[src/design/m2m_pkg.sv]
// Package for the MUS to MIDI track transcoder.
// Holds the item types, the parser phase type, result kind codes and the
// constant event tables. Depends on nothing.
package m2m_pkg;

  // Fixed sizes of the block.
  localparam int CHANNELS     = 16;
  localparam int LENGTH_BITS  = 24;
  localparam int RUN_MAX      = 12;
  localparam int RUN_W        = 4;
  localparam int TEMPO_LEN    = 7;
  localparam int DELTA_W      = 28;
  localparam int VOL_W        = 7;

  // Result kind codes.
  localparam logic [1:0] KIND_BYTE  = 2'd0;
  localparam logic [1:0] KIND_DONE  = 2'd1;
  localparam logic [1:0] KIND_ERROR = 2'd2;

  // MIDI status and meta bytes.
  localparam logic [7:0] ST_NOTE_OFF  = 8'h80;
  localparam logic [7:0] ST_NOTE_ON   = 8'h90;
  localparam logic [7:0] ST_CTRL      = 8'hb0;
  localparam logic [7:0] ST_PROGRAM   = 8'hc0;
  localparam logic [7:0] ST_BEND      = 8'he0;
  localparam logic [7:0] META_PREFIX  = 8'hff;
  localparam logic [7:0] META_EOT     = 8'h2f;
  localparam logic [VOL_W-1:0] VOL_DEFAULT = 7'd100;

  // MUS event types, taken from descriptor bits 6:4.
  localparam logic [2:0] EV_RELEASE = 3'd0;
  localparam logic [2:0] EV_PLAY    = 3'd1;
  localparam logic [2:0] EV_BEND    = 3'd2;
  localparam logic [2:0] EV_SYSTEM  = 3'd3;
  localparam logic [2:0] EV_CTRL    = 3'd4;
  localparam logic [2:0] EV_END     = 3'd6;

  // Tempo meta event: 500000 us per quarter note.
  localparam logic [7:0] TEMPO_EVENT [TEMPO_LEN] =
    '{8'h00, 8'hff, 8'h51, 8'h03, 8'h07, 8'ha1, 8'h20};

  typedef enum logic [2:0] {
    PH_DESC,
    PH_DATA1,
    PH_VOL,
    PH_DATA2,
    PH_DELAY,
    PH_SKIP
  } phase_t;

  typedef struct packed {
    logic [7:0] score_byte;
    logic       final_byte;
  } in_item_t;

  typedef struct packed {
    logic [7:0]  midi_byte;
    logic [1:0]  out_kind;
    logic [23:0] track_length;
    logic        last_of_run;
  } out_item_t;

  // MUS system event numbers 10 to 14 mapped to MIDI controller numbers.
  function automatic logic [7:0] sys_map(input logic [6:0] ev);
    logic [7:0] res;
    case (ev)
      7'd10:   res = 8'd120;
      7'd11:   res = 8'd123;
      7'd12:   res = 8'd126;
      7'd13:   res = 8'd127;
      7'd14:   res = 8'd121;
      default: res = 8'd0;
    endcase
    return res;
  endfunction

  // MUS controller numbers 1 to 9 mapped to MIDI controller numbers.
  function automatic logic [7:0] ctrl_map(input logic [6:0] num);
    logic [7:0] res;
    case (num)
      7'd1:    res = 8'd0;
      7'd2:    res = 8'd1;
      7'd3:    res = 8'd7;
      7'd4:    res = 8'd10;
      7'd5:    res = 8'd11;
      7'd6:    res = 8'd91;
      7'd7:    res = 8'd93;
      7'd8:    res = 8'd64;
      7'd9:    res = 8'd67;
      default: res = 8'd0;
    endcase
    return res;
  endfunction

  // MUS percussion sits on channel 15, MIDI percussion on channel 9.
  function automatic logic [3:0] midi_channel(input logic [3:0] ch);
    logic [3:0] res;
    case (ch)
      4'd15:   res = 4'd9;
      4'd9:    res = 4'd15;
      default: res = ch;
    endcase
    return res;
  endfunction

endpackage

[src/design/mus_to_midi_transcoder.sv]
// A score item is registered at acceptance and parsed from the input register; its results
// are registered in the run buffer and handed out from there. Throughput: one score item per
// cycle while items cause no results; an item causing results holds the output until they
// are all taken or stalled out, and the next item is taken while the last result of a run is
// being handed out.
// Reset clears the parser to await a song, all channel volumes to 100 and the length count.
module mus_to_midi_transcoder #(
  parameter int LENGTH_BITS = m2m_pkg::LENGTH_BITS
) (
  input  logic                clk,
  input  logic                rst_n,
  input  logic                in_valid,
  output logic                in_stall,
  input  m2m_pkg::in_item_t   in_item,
  output logic                out_valid,
  input  logic                out_stall,
  output m2m_pkg::out_item_t  out_item
);

  localparam int RW = m2m_pkg::RUN_W;
  localparam int DW = m2m_pkg::DELTA_W;
  localparam int VW = m2m_pkg::VOL_W;
  localparam logic [DW-1:0] DELTA_MAX = {DW{1'b1}};

  // Input register stage.
  logic                s1_valid_r;
  m2m_pkg::in_item_t   s1_r;
  logic                s1_adv;

  // Parser state.
  m2m_pkg::phase_t     phase_r, phase_nxt;
  logic [7:0]          held_desc_r, held_desc_nxt;
  logic [6:0]          held_data_r, held_data_nxt;
  logic [DW-1:0]       delta_r, delta_nxt;
  logic [VW-1:0]       vol_r [m2m_pkg::CHANNELS];
  logic                started_r, started_nxt;
  logic [LENGTH_BITS-1:0] count_r, count_nxt;

  // Output run buffer.
  logic [7:0]          run_r [m2m_pkg::RUN_MAX];
  logic [RW-1:0]       nbytes_r;
  logic [RW-1:0]       total_r;
  logic [RW-1:0]       idx_r;
  logic [1:0]          tail_kind_r;
  logic [23:0]         len_r;
  logic                busy_r;

  // Parse results for the item in the input register.
  logic [7:0]          rb [m2m_pkg::RUN_MAX];
  logic [RW-1:0]       pos;
  logic [RW-1:0]       total;
  logic                song_start;
  logic                vol_we;
  logic [VW-1:0]       vol_wdata;
  logic                ev_fire;
  logic [7:0]          ev_status;
  logic [7:0]          ev_a;
  logic [7:0]          ev_b;
  logic                ev_two;
  logic                err;
  logic                done;
  logic [2:0]          vlq_n;
  logic [6:0]          g0, g1, g2, g3;
  logic [LENGTH_BITS-1:0] count_base;
  logic [LENGTH_BITS:0]   count_sum;
  logic [3:0]          ch;
  logic [7:0]          sb;
  logic                out_last;
  logic                buf_free;

  assign sb = s1_r.score_byte;
  assign ch = held_desc_r[3:0];

  // Delta time split into seven-bit groups for the variable-length quantity.
  assign g0 = delta_r[6:0];
  assign g1 = delta_r[13:7];
  assign g2 = delta_r[20:14];
  assign g3 = delta_r[27:21];
  always_comb begin
    if (g3 != 7'd0) begin
      vlq_n = 3'd4;
    end else if (g2 != 7'd0) begin
      vlq_n = 3'd3;
    end else if (g1 != 7'd0) begin
      vlq_n = 3'd2;
    end else begin
      vlq_n = 3'd1;
    end
  end

  // Handshake between the input register, the run buffer and the output.
  assign out_valid = busy_r;
  assign out_last  = (idx_r == total_r - RW'(1));
  assign buf_free  = !busy_r || (out_last && !out_stall);
  assign s1_adv    = s1_valid_r && (buf_free || (total == '0));
  assign in_stall  = s1_valid_r && !s1_adv;

  // Parser: next state and the run of results for one score item.
  always_comb begin
    phase_nxt     = phase_r;
    held_desc_nxt = held_desc_r;
    held_data_nxt = held_data_r;
    delta_nxt     = delta_r;
    started_nxt   = started_r;
    song_start    = 1'b0;
    vol_we        = 1'b0;
    vol_wdata     = sb[6:0];
    ev_fire       = 1'b0;
    ev_status     = m2m_pkg::ST_NOTE_OFF;
    ev_a          = 8'd0;
    ev_b          = 8'd0;
    ev_two        = 1'b1;
    err           = 1'b0;
    done          = 1'b0;
    pos           = '0;
    for (int i = 0; i < m2m_pkg::RUN_MAX; i++) begin
      rb[i] = 8'd0;
    end

    case (phase_r)
      m2m_pkg::PH_DESC: begin
        if (!started_r) begin
          song_start  = 1'b1;
          started_nxt = 1'b1;
          delta_nxt   = '0;
          for (int i = 0; i < m2m_pkg::TEMPO_LEN; i++) begin
            rb[i] = m2m_pkg::TEMPO_EVENT[i];
          end
          pos = RW'(m2m_pkg::TEMPO_LEN);
        end
        held_desc_nxt = sb;
        case (sb[6:4])
          m2m_pkg::EV_RELEASE, m2m_pkg::EV_PLAY, m2m_pkg::EV_BEND,
          m2m_pkg::EV_SYSTEM, m2m_pkg::EV_CTRL: begin
            phase_nxt = m2m_pkg::PH_DATA1;
          end
          m2m_pkg::EV_END: begin
            rb[pos] = 8'h00;
            pos = pos + RW'(1);
            rb[pos] = m2m_pkg::META_PREFIX;
            pos = pos + RW'(1);
            rb[pos] = m2m_pkg::META_EOT;
            pos = pos + RW'(1);
            rb[pos] = 8'h00;
            pos = pos + RW'(1);
            done = 1'b1;
            phase_nxt = m2m_pkg::PH_SKIP;
          end
          default: begin
            err = 1'b1;
            phase_nxt = m2m_pkg::PH_SKIP;
          end
        endcase
      end
      m2m_pkg::PH_DATA1: begin
        case (held_desc_r[6:4])
          m2m_pkg::EV_RELEASE: begin
            ev_fire   = 1'b1;
            ev_status = m2m_pkg::ST_NOTE_OFF;
            ev_a      = {1'b0, sb[6:0]};
          end
          m2m_pkg::EV_PLAY: begin
            held_data_nxt = sb[6:0];
            if (sb[7]) begin
              phase_nxt = m2m_pkg::PH_VOL;
            end else begin
              ev_fire   = 1'b1;
              ev_status = m2m_pkg::ST_NOTE_ON;
              ev_a      = {1'b0, sb[6:0]};
              ev_b      = {1'b0, vol_r[ch]};
            end
          end
          m2m_pkg::EV_BEND: begin
            ev_fire   = 1'b1;
            ev_status = m2m_pkg::ST_BEND;
            ev_a      = {1'b0, sb[0], 6'd0};
            ev_b      = {1'b0, sb[7:1]};
          end
          m2m_pkg::EV_SYSTEM: begin
            if (sb[6:0] < 7'd10 || sb[6:0] > 7'd14) begin
              err = 1'b1;
              phase_nxt = m2m_pkg::PH_SKIP;
            end else begin
              ev_fire   = 1'b1;
              ev_status = m2m_pkg::ST_CTRL;
              ev_a      = m2m_pkg::sys_map(sb[6:0]);
            end
          end
          default: begin
            held_data_nxt = sb[6:0];
            phase_nxt = m2m_pkg::PH_DATA2;
          end
        endcase
      end
      m2m_pkg::PH_VOL: begin
        vol_we    = 1'b1;
        ev_fire   = 1'b1;
        ev_status = m2m_pkg::ST_NOTE_ON;
        ev_a      = {1'b0, held_data_r};
        ev_b      = {1'b0, sb[6:0]};
      end
      m2m_pkg::PH_DATA2: begin
        if (held_data_r == 7'd0) begin
          ev_fire   = 1'b1;
          ev_status = m2m_pkg::ST_PROGRAM;
          ev_a      = {1'b0, sb[6:0]};
          ev_two    = 1'b0;
        end else if (held_data_r < 7'd10) begin
          ev_fire   = 1'b1;
          ev_status = m2m_pkg::ST_CTRL;
          ev_a      = m2m_pkg::ctrl_map(held_data_r);
          ev_b      = {1'b0, sb[6:0]};
        end else begin
          err = 1'b1;
          phase_nxt = m2m_pkg::PH_SKIP;
        end
      end
      m2m_pkg::PH_DELAY: begin
        if (delta_r > (DELTA_MAX >> 7)) begin
          delta_nxt = DELTA_MAX;
        end else begin
          delta_nxt = {delta_r[DW-8:0], sb[6:0]};
        end
        if (!sb[7]) begin
          phase_nxt = m2m_pkg::PH_DESC;
        end
      end
      default: begin
      end
    endcase

    // Channel event: delta time, status with mapped channel, one or two data bytes.
    if (ev_fire) begin
      if (vlq_n == 3'd4) begin
        rb[pos] = {1'b1, g3};
        pos = pos + RW'(1);
      end
      if (vlq_n >= 3'd3) begin
        rb[pos] = {1'b1, g2};
        pos = pos + RW'(1);
      end
      if (vlq_n >= 3'd2) begin
        rb[pos] = {1'b1, g1};
        pos = pos + RW'(1);
      end
      rb[pos] = {1'b0, g0};
      pos = pos + RW'(1);
      rb[pos] = ev_status | {4'd0, m2m_pkg::midi_channel(ch)};
      pos = pos + RW'(1);
      rb[pos] = ev_a;
      pos = pos + RW'(1);
      if (ev_two) begin
        rb[pos] = ev_b;
        pos = pos + RW'(1);
      end
      delta_nxt = '0;
      phase_nxt = held_desc_r[7] ? m2m_pkg::PH_DELAY : m2m_pkg::PH_DESC;
    end

    // The last byte of a score rearms the parser; an unfinished song is an error.
    if (s1_r.final_byte) begin
      if (phase_nxt != m2m_pkg::PH_SKIP) begin
        err = 1'b1;
      end
      phase_nxt   = m2m_pkg::PH_DESC;
      started_nxt = 1'b0;
      delta_nxt   = '0;
    end

    total = pos + RW'(err || done);
  end

  // Track byte count, saturating at the length width.
  assign count_base = song_start ? '0 : count_r;
  assign count_sum  = {1'b0, count_base} + (LENGTH_BITS + 1)'(pos);
  assign count_nxt  = count_sum[LENGTH_BITS] ? {LENGTH_BITS{1'b1}}
                                             : count_sum[LENGTH_BITS-1:0];

  // Input register.
  always_ff @(posedge clk) begin
    if (!rst_n) begin
      s1_valid_r <= 1'b0;
    end else if (in_valid && !in_stall) begin
      s1_valid_r <= 1'b1;
    end else if (s1_adv) begin
      s1_valid_r <= 1'b0;
    end
  end

  always_ff @(posedge clk) begin
    if (in_valid && !in_stall) begin
      s1_r <= in_item;
    end
  end

  // Parser state registers.
  always_ff @(posedge clk) begin
    if (!rst_n) begin
      phase_r     <= m2m_pkg::PH_DESC;
      held_desc_r <= 8'd0;
      held_data_r <= 7'd0;
      delta_r     <= '0;
      started_r   <= 1'b0;
      count_r     <= '0;
    end else if (s1_adv) begin
      phase_r     <= phase_nxt;
      held_desc_r <= held_desc_nxt;
      held_data_r <= held_data_nxt;
      delta_r     <= delta_nxt;
      started_r   <= started_nxt;
      count_r     <= count_nxt;
    end
  end

  // Channel volumes: all reset at song start, one written by a play with volume.
  always_ff @(posedge clk) begin
    if (!rst_n) begin
      for (int i = 0; i < m2m_pkg::CHANNELS; i++) begin
        vol_r[i] <= m2m_pkg::VOL_DEFAULT;
      end
    end else if (s1_adv) begin
      if (song_start) begin
        for (int i = 0; i < m2m_pkg::CHANNELS; i++) begin
          vol_r[i] <= m2m_pkg::VOL_DEFAULT;
        end
      end else if (vol_we) begin
        vol_r[ch] <= vol_wdata;
      end
    end
  end

  // Run buffer control.
  always_ff @(posedge clk) begin
    if (!rst_n) begin
      busy_r  <= 1'b0;
      idx_r   <= '0;
      total_r <= '0;
    end else if (s1_adv && (total != '0)) begin
      busy_r  <= 1'b1;
      idx_r   <= '0;
      total_r <= total;
    end else if (busy_r && !out_stall) begin
      if (out_last) begin
        busy_r <= 1'b0;
      end
      idx_r <= idx_r + RW'(1);
    end
  end

  // Run buffer payload.
  always_ff @(posedge clk) begin
    if (s1_adv && (total != '0)) begin
      for (int i = 0; i < m2m_pkg::RUN_MAX; i++) begin
        run_r[i] <= rb[i];
      end
      nbytes_r    <= pos;
      tail_kind_r <= err ? m2m_pkg::KIND_ERROR : m2m_pkg::KIND_DONE;
      len_r       <= 24'(count_nxt);
    end
  end

  // Output item: the track bytes of the run, then a finish or error result if the run has one.
  always_comb begin
    if (idx_r < nbytes_r) begin
      out_item.midi_byte    = run_r[idx_r];
      out_item.out_kind     = m2m_pkg::KIND_BYTE;
      out_item.track_length = 24'd0;
    end else begin
      out_item.midi_byte    = 8'd0;
      out_item.out_kind     = tail_kind_r;
      out_item.track_length = (tail_kind_r == m2m_pkg::KIND_DONE) ? len_r : 24'd0;
    end
    out_item.last_of_run = out_last;
  end

  // A pending run never points past its end.
  a_idx_in_run: assert property (@(posedge clk) disable iff (!rst_n)
    busy_r |-> (idx_r < total_r))
    else $error("run index beyond run length");

  // A finished or failed song can only follow a started one.
  a_skip_started: assert property (@(posedge clk) disable iff (!rst_n)
    (phase_r == m2m_pkg::PH_SKIP) |-> started_r)
    else $error("skip phase without a started song");

  // Finish and error results always close their run.
  a_tail_last: assert property (@(posedge clk) disable iff (!rst_n)
    (out_valid && (out_item.out_kind != m2m_pkg::KIND_BYTE)) |-> out_item.last_of_run)
    else $error("status result not last of run");

  // A score byte that was stalled is parsed once the buffer frees up.
  a_stall_release: assert property (@(posedge clk) disable iff (!rst_n)
    (s1_valid_r && !busy_r) |-> !in_stall)
    else $error("input stalled while the run buffer is empty");

endmodule

[config.mk]
export PLATFORM = sky130hd
export DESIGN_NAME = mus_to_midi_transcoder
export DESIGN_NICKNAME = d
export VERILOG_FILES = /design/src/design/m2m_pkg.sv /design/src/design/mus_to_midi_transcoder.sv
export SDC_FILE = /design/constraint.sdc
export NUM_CORES = 1
export LEC_CHECK = 0
export ABC_AREA = 1
export ABC_CLOCK_PERIOD_IN_PS = 8500
export BUFFER_PORTS_ARGS = -buffer_cell sky130_fd_sc_hd__buf_2
export CAP_MARGIN = 20
export CORE_MARGIN = 1
export CORE_UTILIZATION = 40
export CTS_BUF_LIST = sky130_fd_sc_hd__clkbuf_16
export CTS_CLUSTER_DIAMETER = 100
export DETAILED_ROUTE_END_ITERATION = 8
export SETUP_SLACK_MARGIN = 0.3
export SYNTH_ARGS = -nofsm -noshare
export SYNTH_HDL_FRONTEND = slang
export SYNTH_SLANG_ARGS = --single-unit
export TNS_END_PERCENT = 10
[constraint.sdc]
create_clock -name clk -period 8.5 [get_ports clk]
set_clock_uncertainty 0.2 [all_clocks]
set_input_delay 1.275 -clock clk [delete_from_list [all_inputs] [get_ports clk]]
set_output_delay 1.275 -clock clk [all_outputs]
set_load 0.01 [all_outputs]
; Word-level counts from Yosys, hierarchy flattened
; Memory sizes are Yosys's and may differ from the RTL's. A register that Yosys moved wholly into a read port is not among the register bits.
; Index checks and enable logic that the tools add are counted.
[classes]
order_cmp = 29
reduce_logical = 51
add_sub_neg = 15
mul = 0
div = 0
bitwise = 38
shift = 0
mux = 163
n_eq_ne = 24
[op_table]
columns = op, count
row1 = two-way mux 96 bit, 10
row2 = bitwise mux 96 bit, 7
row3 = demux 8 bit (select 4 bit), 11
row4 = AND 96 bit, 2
row5 = inverter 96 bit, 2
row6 = two-way mux 7 bit, 23
row7 = two-way mux 28 bit, 4
row8 = two-way mux 8 bit, 14
row9 = bitwise OR 96 bit, 1
row10 = two-way mux 4 bit, 19
row11 = two-way mux 24 bit, 3
row12 = case mux 7 bit (3 select lines), 3
row13 = bitwise OR 60 bit, 1
row14 = two-way mux 56 bit, 1
row15 = case mux 28 bit (2 select lines), 1
row16 = >= comparator 5 bit (second input constant), 11
row17 = < comparator 5 x 1 -> 1 bit (second input constant), 11
row18 = inverter 4 -> 5 bit, 11
row19 = adder 4 x 1 -> 4 bit (second input constant), 12
row20 = two-way mux 48 bit, 1
row21 = two-way mux 1 bit, 38
row22 = AND 36 bit, 1
row23 = inverter 36 bit, 1
row24 = equality test 7 x 4 -> 1 bit (second input constant), 5
row25 = other kinds (48), 127
[totals]
word_cells = 338
mem_count = 3
latch_bits = 0
reg_bits = 120
rom_bits = 96
input_bits = 13
out_inout_bits = 37
ram_bits = 208
[mem_list]
columns = memory, depth, word_bits, read_ports, rd_ports_with_merged_regs, write_ports, line
row1 = vol_r, 16, 7, 1, 1, 16, mus_to_midi_transcoder.sv:35  ; logic [VW-1:0] vol_r [m2m_pkg::CHANNELS];
row2 = (name not given), 16, 6, 1, 1, 0, m2m_pkg.sv:80  ; case (num)
row3 = run_r, 12, 8, 1, 1, 12, mus_to_midi_transcoder.sv:40  ; logic [7:0] run_r [m2m_pkg::RUN_MAX];

; Depth between registers and ports, before layout
; Gate-level depths: netlist of the first run.
[depth]
depth_word = 32
mapped_depth = 53
depth_no_buf = 48

; Worst setup path after synthesis of the first run
; OpenSTA, ideal clock, no wires.
[synth_timing]
path_type = register to register
from = register phase_r[2]
to = register len_r[0] (enable)
setup_ps = 479
path_buffers = 6
path_slack_ps = -703
stages_incl_launch_ff = 34
synth_period_minus_slack_ps = 9203
t_arrival_ps = 8525
path_cell_list = dfxtp_1 inv_4 nand3_2 buf_2 buf_1 clkbuf_1 clkbuf_1 clkbuf_1 clkbuf_1 ha_1 inv_1 o21ai_1 ha_1 inv_1 nand2_1 nand2_2 ha_1 nand2_1 nand2_1 inv_1 ha_1 inv_1 nor2_1 a211oi_1 o21ai_0 ha_1 or2_2 nor2_4 nand3_2 nand2_4 nand2_8 inv_6 nand2_1 inv_1
[synth_between]
elab_chain_cells = 22
[synth_lines]
columns = element, line
row1 = from (decl), mus_to_midi_transcoder.sv:31  ; m2m_pkg::phase_t phase_r, phase_nxt;
row2 = from (signal assigned), mus_to_midi_transcoder.sv:299  ; phase_r <= m2m_pkg::PH_DESC;
row3 = from (signal assigned), mus_to_midi_transcoder.sv:306  ; phase_r <= phase_nxt;
row4 = zero test 3 bit, mus_to_midi_transcoder.sv:120  ; case (phase_r)
row5 = two-way mux 4 bit, mus_to_midi_transcoder.sv:120
row6 = adder 4 x 1 -> 4 bit, mus_to_midi_transcoder.sv:236  ; pos = pos + RW'(1);
row7 = two-way mux 4 bit, mus_to_midi_transcoder.sv:234  ; if (vlq_n == 3'd4) begin
row8 = two-way mux 4 bit, mus_to_midi_transcoder.sv:233  ; if (ev_fire) begin
row9 = adder 4 x 1 -> 4 bit, mus_to_midi_transcoder.sv:240  ; pos = pos + RW'(1);
row10 = two-way mux 4 bit, mus_to_midi_transcoder.sv:238  ; if (vlq_n >= 3'd3) begin
row11 = two-way mux 4 bit, mus_to_midi_transcoder.sv:233
row12 = (+8 left out), -
row13 = two-way mux 4 bit *, mus_to_midi_transcoder.sv:233
row14 = named net pos[1], mus_to_midi_transcoder.sv:50  ; logic [RW-1:0] pos;
row15 = adder 4 x 1 -> 4 bit *, mus_to_midi_transcoder.sv:270  ; total = pos + RW'(err || done);
row16 = named net total[1], mus_to_midi_transcoder.sv:51  ; logic [RW-1:0] total;
row17 = zero test 4 bit, mus_to_midi_transcoder.sv:95  ; assign s1_adv = s1_valid_r && (buf_free || (total == '0));
row18 = logical OR 1 bit, mus_to_midi_transcoder.sv:95
row19 = logical AND 1 bit, mus_to_midi_transcoder.sv:95
row20 = logical AND 1 bit *, mus_to_midi_transcoder.sv:352  ; if (s1_adv && (total != '0)) begin
row21 = to (signal assigned), mus_to_midi_transcoder.sv:358  ; len_r <= 24'(count_nxt);
row22 = to (decl), mus_to_midi_transcoder.sv:45  ; logic [23:0] len_r;
; Mark *: on every way through the listed nets, which the timed path passes. The rest lies on a longest branch. The select of a mux whose other input is x is not followed.
; A chain may end at the register's enable or synchronous reset.

; Worst setup path in the final report of the first run
[layout_timing]
from = register delta_r[21]
to = output in_stall
[layout_between]
elab_chain_cells = 23
[layout_lines]
columns = element, line
row1 = from (decl), mus_to_midi_transcoder.sv:34  ; logic [DW-1:0] delta_r, delta_nxt;
row2 = from (signal assigned), mus_to_midi_transcoder.sv:309  ; delta_r <= delta_nxt;
row3 = nonzero test 7 bit *, mus_to_midi_transcoder.sv:80  ; if (g3 != 7'd0) begin
row4 = two-way mux 3 bit *, mus_to_midi_transcoder.sv:80
row5 = equality test 3 bit, mus_to_midi_transcoder.sv:234
row6 = two-way mux 4 bit, mus_to_midi_transcoder.sv:234
row7 = two-way mux 4 bit, mus_to_midi_transcoder.sv:233
row8 = adder 4 x 1 -> 4 bit, mus_to_midi_transcoder.sv:240
row9 = two-way mux 4 bit, mus_to_midi_transcoder.sv:238
row10 = two-way mux 4 bit, mus_to_midi_transcoder.sv:233
row11 = (+9 left out), -
row12 = named net pos[1], mus_to_midi_transcoder.sv:50
row13 = adder 4 x 1 -> 4 bit *, mus_to_midi_transcoder.sv:270
row14 = named net total[1], mus_to_midi_transcoder.sv:51
row15 = zero test 4 bit *, mus_to_midi_transcoder.sv:95
row16 = logical OR 1 bit *, mus_to_midi_transcoder.sv:95
row17 = logical AND 1 bit *, mus_to_midi_transcoder.sv:95
row18 = zero test 1 bit *, mus_to_midi_transcoder.sv:96  ; assign in_stall = s1_valid_r && !s1_adv;
row19 = logical AND 1 bit *, mus_to_midi_transcoder.sv:96
row20 = to (decl), mus_to_midi_transcoder.sv:13  ; output logic in_stall,
; Marked as above.

==> results.toml, run 1 <==
[finish]
area_delta_synth_final_pct = 8.20
n_antenna_cell = 0
n_fill_cell = 5894
finalNetCount = 3100
final_layout_size_suffix_gt1_share_pct = 10.1
final_cell_area_sq_mm = 0.0252

[clocking]
cts_root_buf = "clkbuf_16"
cts_tree = "built"
cts.clk_slew.worst_paths_ps = 70
clock_latency_ps = 580
ctsHoldBuffers = 0
cts_made_buffers = 38
clockBufferDepth = 3
htree_levels = 2
cts.sinks = 342

[global_routing]
grt_use_total_pct = 31.2
overflow = 0
grt_max_degree = 72
grt_pass1_wl_mm = 139
antenna_found_initial = 3
grt_pass1_vias = 21300

[timing]
finalCriticalPeriod_ps = 7780
rsz0062_at_grt = "no"
fin_crit_sh_pct = 91.5
maxSlewHeadroom_pct = 25.0
hold_viol = 0
final-setup-viol-count = 0
max_slew.worst_pin.slew_ps = 1120
finalMaxSlewViolations = 0
max_freq_ghz = 0.129
setup_tns_ps = 0

[power_and_ir_drop]
p_leak_uw = 0.00907
peakVddDrop_v = 0.000205
p_per_area_mw_per_mm2 = 379

[place]
gp_congestion = 1.01
dp.final_hpwl_mm = 70.9
io_buffers = 49
placed_area_sq_mm = 0.0240

[worst_setup_path]
worst-setup-path-type = "reg -> out"
cp-end-kind = "output pin"
required_ps = 7030
worstPathArrival_ps = 6300
critPathMaxFanout = 19
r2r_start = "delta_r[21]$_SDFFE_PN0P_"
critPathLaunchType = "flop"
startpoint = "delta_r[21]$_SDFFE_PN0P_"

[logic_synthesis]
yosysSeqAreaShare_pct = 40.0
synth_area_per_cell_sq_um = 7.48
synth_edf_count = 247
netlist_instances = 3111
synth-async-reset-ratio_pct = 0
syn-num-nets = 3156
synthFlopType = "edfxtp_1"
synthesis.area_sq_mm = 0.0233
synth_seq_cells = 342
ys_types = 62
yosys_warnings = 0

[die]
dieArea_sq_mm = 0.0592
rows = 88
pin_count = 50
die_y_um = 243
core_sq_mm = 0.0576
initial_utilization_pct = 40.4
die_w_um = 243

[detailed_routing]
routed_via_density = 6.00
first_pass_iters = 8
drt_iter0_markers = 2699
routed-via-count = 23100
finalWirelength_mm = 94.5
wl_per_cell_um = 24.6
drtAntennaViolNets = 0
drc = 0

[status]
status = "finished, final reports clean"

[min_path]
hold_path_class = "reg -> reg"
min_from = "held_desc_r[7]$_SDFFE_PN0P_"

[flow_run]
max-cap-violations = 0
Yosys cell counts, types with 16 or more instances:
master | count | area share (%)
inv_1 | 271 | 4.4
nand2_1 | 539 | 8.7
nand2_4 | 26 | 1.3
nand3_1 | 102 | 2.2
dfxtp_1 | 95 | 8.2
a22oi_1 | 23 | 0.74
nor2_2 | 31 | 0.83
a31oi_1 | 37 | 0.99
nor3_1 | 46 | 0.99
nand2_2 | 21 | 0.56
nand3_2 | 16 | 0.69
a21oi_1 | 182 | 3.9
o221ai_1 | 27 | 1.0
edfxtp_1 | 247 | 32
clkbuf_1 | 153 | 2.5
ha_1 | 31 | 1.7
nor2_4 | 19 | 0.92
o211ai_1 | 112 | 3.6
o22ai_1 | 47 | 1.3
inv_2 | 24 | 0.39
o21ai_0 | 503 | 11
nor2_1 | 380 | 6.1
a211oi_1 | 23 | 0.74
per-stage QoR:
| step | setup slack [ps] | hold slack (ps) | power (uW) | utilization [%] | std cells |
|---|---|---|---|---|---|
| 2_1_floorplan | 407 | 225 | 5950 | - | 3111 |
| 3_5_place_dp | 967 | 254 | 7730 | 41.7 | 3779 |
| 5_1_grt | 382 | 301 | 10000 | 43.7 | 3847 |
| 4_1_cts | 751 | 261 | 9300 | 43.7 | 3846 |
| 6_report | 721 | 258 | 9540 | 43.7 | 3847 |
| 3_3_place_gp | 1170 | 253 | 7750 | 41.6 | 3778 |
timing repair:
| action | 4_1_cts | 5_1_grt |
|---|---|---|
| setup buffers | 0 | 0 |
| resized for setup | 0 | 1 |
| setup endpoints to repair | 0 | 5 |
power by group:
group          internal (uW)  switching, uW  leakage (uW)
registers               2050            107       0.00307
logic                   1420           4390       0.00541
clock network            877            696      0.000597
total                   4340           5190       0.00907
cell usage in the layout (no fill, tap or decap), drive strengths merged, types with 9 or more instances in the layout:
cell,instances
nand3,121
xnor2,9
nand4,12
dfxtp,95
ha,31
o211ai,112
a22oi,23
inv,313
nor3,46
buf,87
a31oi,38
o221ai,27
o22ai,47
o21ai,508
clkinv,29
a211oi,23
nor2,436
a21oi,182
edfxtp,247
clkbuf,38
a221oi,12
nand2,587
routing by layer:
metal	wire [um]	GRT usage, %	part of all wire (%)	vias up
li1	-	-	-	10700
met1	42000	44.6	44	11000
met2	41100	47.7	44	1166
met3	7250	4.05	7.7	209
met4	4080	12.3	4.3	4
met5	24	0	0.025	-
final cells by class:
| cell class | count | area (sq um) | area share (%) |
|---|---|---|---|
| clock buffer | 38 | 951 | 3.78 |
| clock inverter | 29 | 206 | 0.820 |
| inverter | 318 | 1230 | 4.89 |
| multi-input combinational | 2268 | 11900 | 47.4 |
| sequential | 342 | 9320 | 37.0 |
| tap | 765 | 957 | 3.80 |
| timing repair buffer | 87 | 588 | 2.34 |
kinds of logic after synthesis:
kind of cell,synth area share [%]
compound gates,25.2
flops,40.0
fa+ha+maj,1.75
xor+xnor,0.452
buf+inv,8.86
simple gates,23.7
final timing paths:
kind                                      end  slack [ps]  depth (start not counted)
setup / recovery                     in_stall         720                         26
hold / removal    held_desc_r[7]$_SDFFE_PN0P_         260                          2
setup reg to reg   run_r[10][3]$_SDFFCE_PP0P_         840                         29
hold reg to reg   held_desc_r[7]$_SDFFE_PN0P_         260                          2
state kept, by name, indices dropped and copies added, names as in the netlist, named ones only:
register	cells
vol_r	112
run_r	96
delta_r	28
count_r	24
len_r	24
held_desc_r	8
sb	8
held_data_r	7
idx_r	4
nbytes_r	4
total_r	4
phase_r	3
tail_kind_r	2
out_valid	1
s1_r	1
s1_valid_r	1
started_r	1
critical path, cell delays in order, from the launching register on:
cell and delay [ps]:
dfxtp_1 370, inv_2 270, nand2_4 160, nor2_8 390, nand2_1 200, nand2_1 170, inv_1 80, ha_1 270
inv_1 40, nand2_1 90, nand2_2 90, ha_1 280, nand2_1 80, nand2_1 200, inv_1 130, ha_1 260
inv_1 210, nor2_1 110, a211oi_1 590, o21ai_1 390, ha_1 430, or2_2 310, nor2_4 110, nand3_2 110
nand2_4 140, nor2_1 80, buf_2 140
No activity file was read; power rests on OpenSTA's default activity.
==> inputs of run 2 (changes only) <==
--- a/config.mk
+++ b/config.mk
@@ -5,15 +5,15 @@
 export SDC_FILE = /design/constraint.sdc
 export NUM_CORES = 1
 export LEC_CHECK = 0
-export ABC_AREA = 1
 export ABC_CLOCK_PERIOD_IN_PS = 8500
 export BUFFER_PORTS_ARGS = -buffer_cell sky130_fd_sc_hd__buf_2
 export CAP_MARGIN = 20
-export CORE_MARGIN = 1
+export CORE_MARGIN = 4
 export CORE_UTILIZATION = 40
 export CTS_BUF_LIST = sky130_fd_sc_hd__clkbuf_16
 export CTS_CLUSTER_DIAMETER = 100
 export DETAILED_ROUTE_END_ITERATION = 8
+export RECOVER_POWER = 50
 export SETUP_SLACK_MARGIN = 0.3
 export SYNTH_ARGS = -nofsm -noshare
 export SYNTH_HDL_FRONTEND = slang
==> run 2 against run 1 <==
Compared with the run above:
- critical path depth is 10 lower
- clock power is 11% higher
- sequential power decreased by 8%
- the flow now finishes with violations (max-capacitance violations, max-slew violations)
- via count down 4.5%
- clock-buffer cell count increased by 1
- synthesized cell count is 16% lower
- register-to-register slack worse by 100 ps
- combinational power fell by 69%
- non-clock buffer count up 69
==> results.toml, run 2 <==
[status]
status = "finished, violations left"
violations = "max-capacitance violations, max-slew violations"

[logic_synthesis]
yosysSeqAreaShare_pct = 39.7
ys_top_cells_by_area = "edfxtp_1 32%, dfxtp_1 8.1%, mux4_2 5.7%"
netlist_instances = 2603
synthMuxAreaShare_pct = 11.3
ys_types = 92
synth_edf_count = 247
synth_top_area_cell = "edfxtp_1"
synth.most_common_cell = "nand2_1"
synth_top_area_share_pct = 31.6
syn-num-nets = 2648
synth-async-reset-ratio_pct = 0
synthesis.area_sq_mm = 0.0234
synthSimpleGateAreaFrac_pct = 18.5
synth_adder_area_share_pct = 1.74
yosys_warnings = 0
synth_top_family_by_area = "compound AO/OA/AOI/OAI gates"
synth_compound_area_share_pct = 21.8
synth_area_per_cell_sq_um = 9.01
synth_seq_cells = 342
synth_xor_area_share_pct = 1.97
synthFlopType = "edfxtp_1"
yosys-top-cells-count = "290 x nand2_1, 247 x edfxtp_1, 224 x a21oi_1, 211 x nor2_1, 197 x clkbuf_1"

[die]
initial_utilization_pct = 40.5
pin_count = 50
core_sq_mm = 0.0579
die_y_um = 250
dieArea_sq_mm = 0.0626
die_w_um = 250
rows = 88

[clocking]
clockBufferDepth = 3
htree_levels = 2
cts_made_buffers = 39
cts.clk_slew.worst_paths_ps = 60
cts_root_buf = "clkbuf_16"
clock_latency_ps = 580
cts.sinks = 342
cts_tree = "built"

[worst_setup_path]
r2r_setup_slack_ps = 740
r2r-end = "run_r[10][2]$_SDFFCE_PP0P_"
critPathLaunchType = "flop"
worstPathArrival_ps = 6420
cp_slowest_cell = "o21ai_0"
crit_chain = "or4b_2 > nor4_1 > nor2_1 > o22a_1 > buf_4 > o21ai_0 > ha_1 > ha_1 > nor3b_1 > mux2_1 > nand2_1 > mux2i_1 > buf_4 > or3b_1 > inv_1 > buf_2"
r2r_start = "sb[3]$_DFFE_PP_"
cp-end-kind = "output pin"
critPathMaxFanout = 26
required_ps = 7030
worstRegToRegCells = 15
worst-setup-path-type = "reg -> out"
slowest_delay_ps = 940

[timing]
finalMaxSlewViolations = 265
final-setup-viol-count = 0
fin_crit_sh_pct = 92.8
max_slew.worst_pin.slew_ps = 2270
finalCriticalPeriod_ps = 7890
hold_viol = 0
rsz0062_at_grt = "no"
max_freq_ghz = 0.127
maxSlewHeadroom_pct = -51.3
setup_tns_ps = 0

[min_path]
min_to = "count_r[16]$_SDFFE_PN0N_"
min_from = "count_r[16]$_SDFFE_PN0N_"
hold_path_depth = 2
hold_path_class = "reg -> reg"

[finish]
regMostFlops = "vol_r"
final_cell_area_sq_mm = 0.0258
layout_common_cells = "290 x nand2_1, 247 x edfxtp_1, 224 x a21oi_1"
finalNetCount = 2594
fin_util_pct = 44.6
area_delta_synth_final_pct = 10.2
layout_commonest_cell = "nand2_1"
reg_top3 = "vol_r: 112 flops, run_r: 96 flops, delta_r: 28 flops"
largest_reg_flops = 112
n_antenna_cell = 0
final_layout_size_suffix_gt1_share_pct = 12.6

[global_routing]
met3_usage_pct = 5.49
grt_pass1_vias = 20400
grt_max_degree = 96
use_met1_pct = 45.1
grt_pass1_wl_mm = 149
grt.met2_usage_pct = 47.7
grt.busiest_layer = "met2"
grt_use_total_pct = 31.7
antenna_found_initial = 1
overflow = 0

[power_and_ir_drop]
power.share.clock_pct = 31.7
p_per_area_mw_per_mm2 = 213
netSwitchingPower_uw = 2050
p_int_uw = 3460
peakVddDrop_v = 0.000153
p_sw_share_pct = 37.2
p_leak_uw = 0.00884
seqPwrFrac_pct = 35.9
p_comb_share_pct = 32.4

[detailed_routing]
drt_iter0_markers = 3184
wl_per_cell_um = 30.8
drtAntennaViolNets = 0
routed_via_density = 6.59
drc = 0
finalWirelength_mm = 103
routed-via-count = 22000
first_pass_iters = 8

[place]
placed_area_sq_mm = 0.0245
gp_congestion = 1.07
io_buffers = 49
dp.final_hpwl_mm = 77.0

[flow_run]
max-cap-violations = 5
-- run 2: changes by cell type in the layout (fill, tap and decap cells not counted), moves of 37 or more --
cell     delta
a32oi_1    +41
buf_4      +59
mux4_2     +59
o21ai_0   -308
nor2_1    -170
a21oi_1    +42
nand3_1    -41
and2_1     +37
nand2_1   -249
or3_1      +51
o22ai_1    -38
mux2i_1   +112
inv_1     -229
-- run 2: critical path: cells and delay by family, from the launching register on --
kind / cells / cell delay, ps
flops: 1 / 800
fa+ha+maj: 2 / 630
simple gates: 6 / 2220
mux: 2 / 460
buf+inv: 4 / 600
compound gates: 2 / 1150
-- run 2: repair_timing --
item,CTS,global route
hold endpoints to repair,0,0
pin swaps,0,2
hold buffers,0,0
setup endpoints to repair,1,36
buffers inserted,0,3
gates resized for setup,2,18
-- run 2: area by class of cell --
type	instances	area (sq um)
Fill cell	5638	32100
Multi-Input combinational cell	1963	13100
Sequential cell	342	9320
Timing Repair Buffer	156	1010
Clock buffer	39	976
Tap cell	765	957
Clock inverter	32	350
Inverter	47	180
-- run 2: power by group through the flow --
| stage | registers, uW | logic [uW] | clock network, uW |
|---|---|---|---|
| final | 1980 | 1790 | 1750 |
| after global routing | 1990 | 1870 | 1840 |
| after floorplan | 1970 | 1100 | 0 |
| after detailed placement | 2010 | 1710 | 0 |
| after CTS | 1980 | 1720 | 1770 |
| after global placement | 2010 | 1710 | 0 |
-- run 2: worst max path at each step --
stage                                  from                        to  slack [ps]  depth (start not counted)
CTS                 phase_r[0]$_SDFFE_PN0N_                  in_stall         310                         25
global placement    phase_r[0]$_SDFFE_PN0N_  count_r[14]$_SDFFE_PN0N_         970                         29
detailed placement  phase_r[0]$_SDFFE_PN0N_  count_r[14]$_SDFFE_PN0N_         810                         29
global route        phase_r[2]$_SDFFE_PN0N_                  in_stall         180                         27
finish                      sb[3]$_DFFE_PP_                  in_stall         610                         16
floorplan           phase_r[2]$_SDFFE_PN0N_        len_r[0]$_DFFE_PP_         320                         26
-- run 2: per-stage QoR --
stage | instances | hold slack [ps] | power (uW) | setup WS [ps]
2_1_floorplan | 2603 | 250 | 3080 | 318
3_3_place_gp | 3263 | 260 | 3710 | 972
3_5_place_dp | 3263 | 275 | 3720 | 811
4_1_cts | 3334 | 283 | 5460 | 314
5_1_grt | 3344 | 315 | 5700 | 176
6_report | 3344 | 282 | 5520 | 608
-- run 2: cell families after synthesis --
family	after synthesis
fa+ha+maj	32
simple gates	906
buf+inv	298
mux	188
xor+xnor	47
compound gates	790
flops	342
-- run 2: routing by layer --
| metal | wire length [um] | vias up |
|---|---|---|
| li1 | - | 9681 |
| met1 | 43100 | 10800 |
| met2 | 44700 | 1312 |
| met3 | 9610 | 238 |
| met4 | 5550 | 0 |
| met5 | 0 | - |
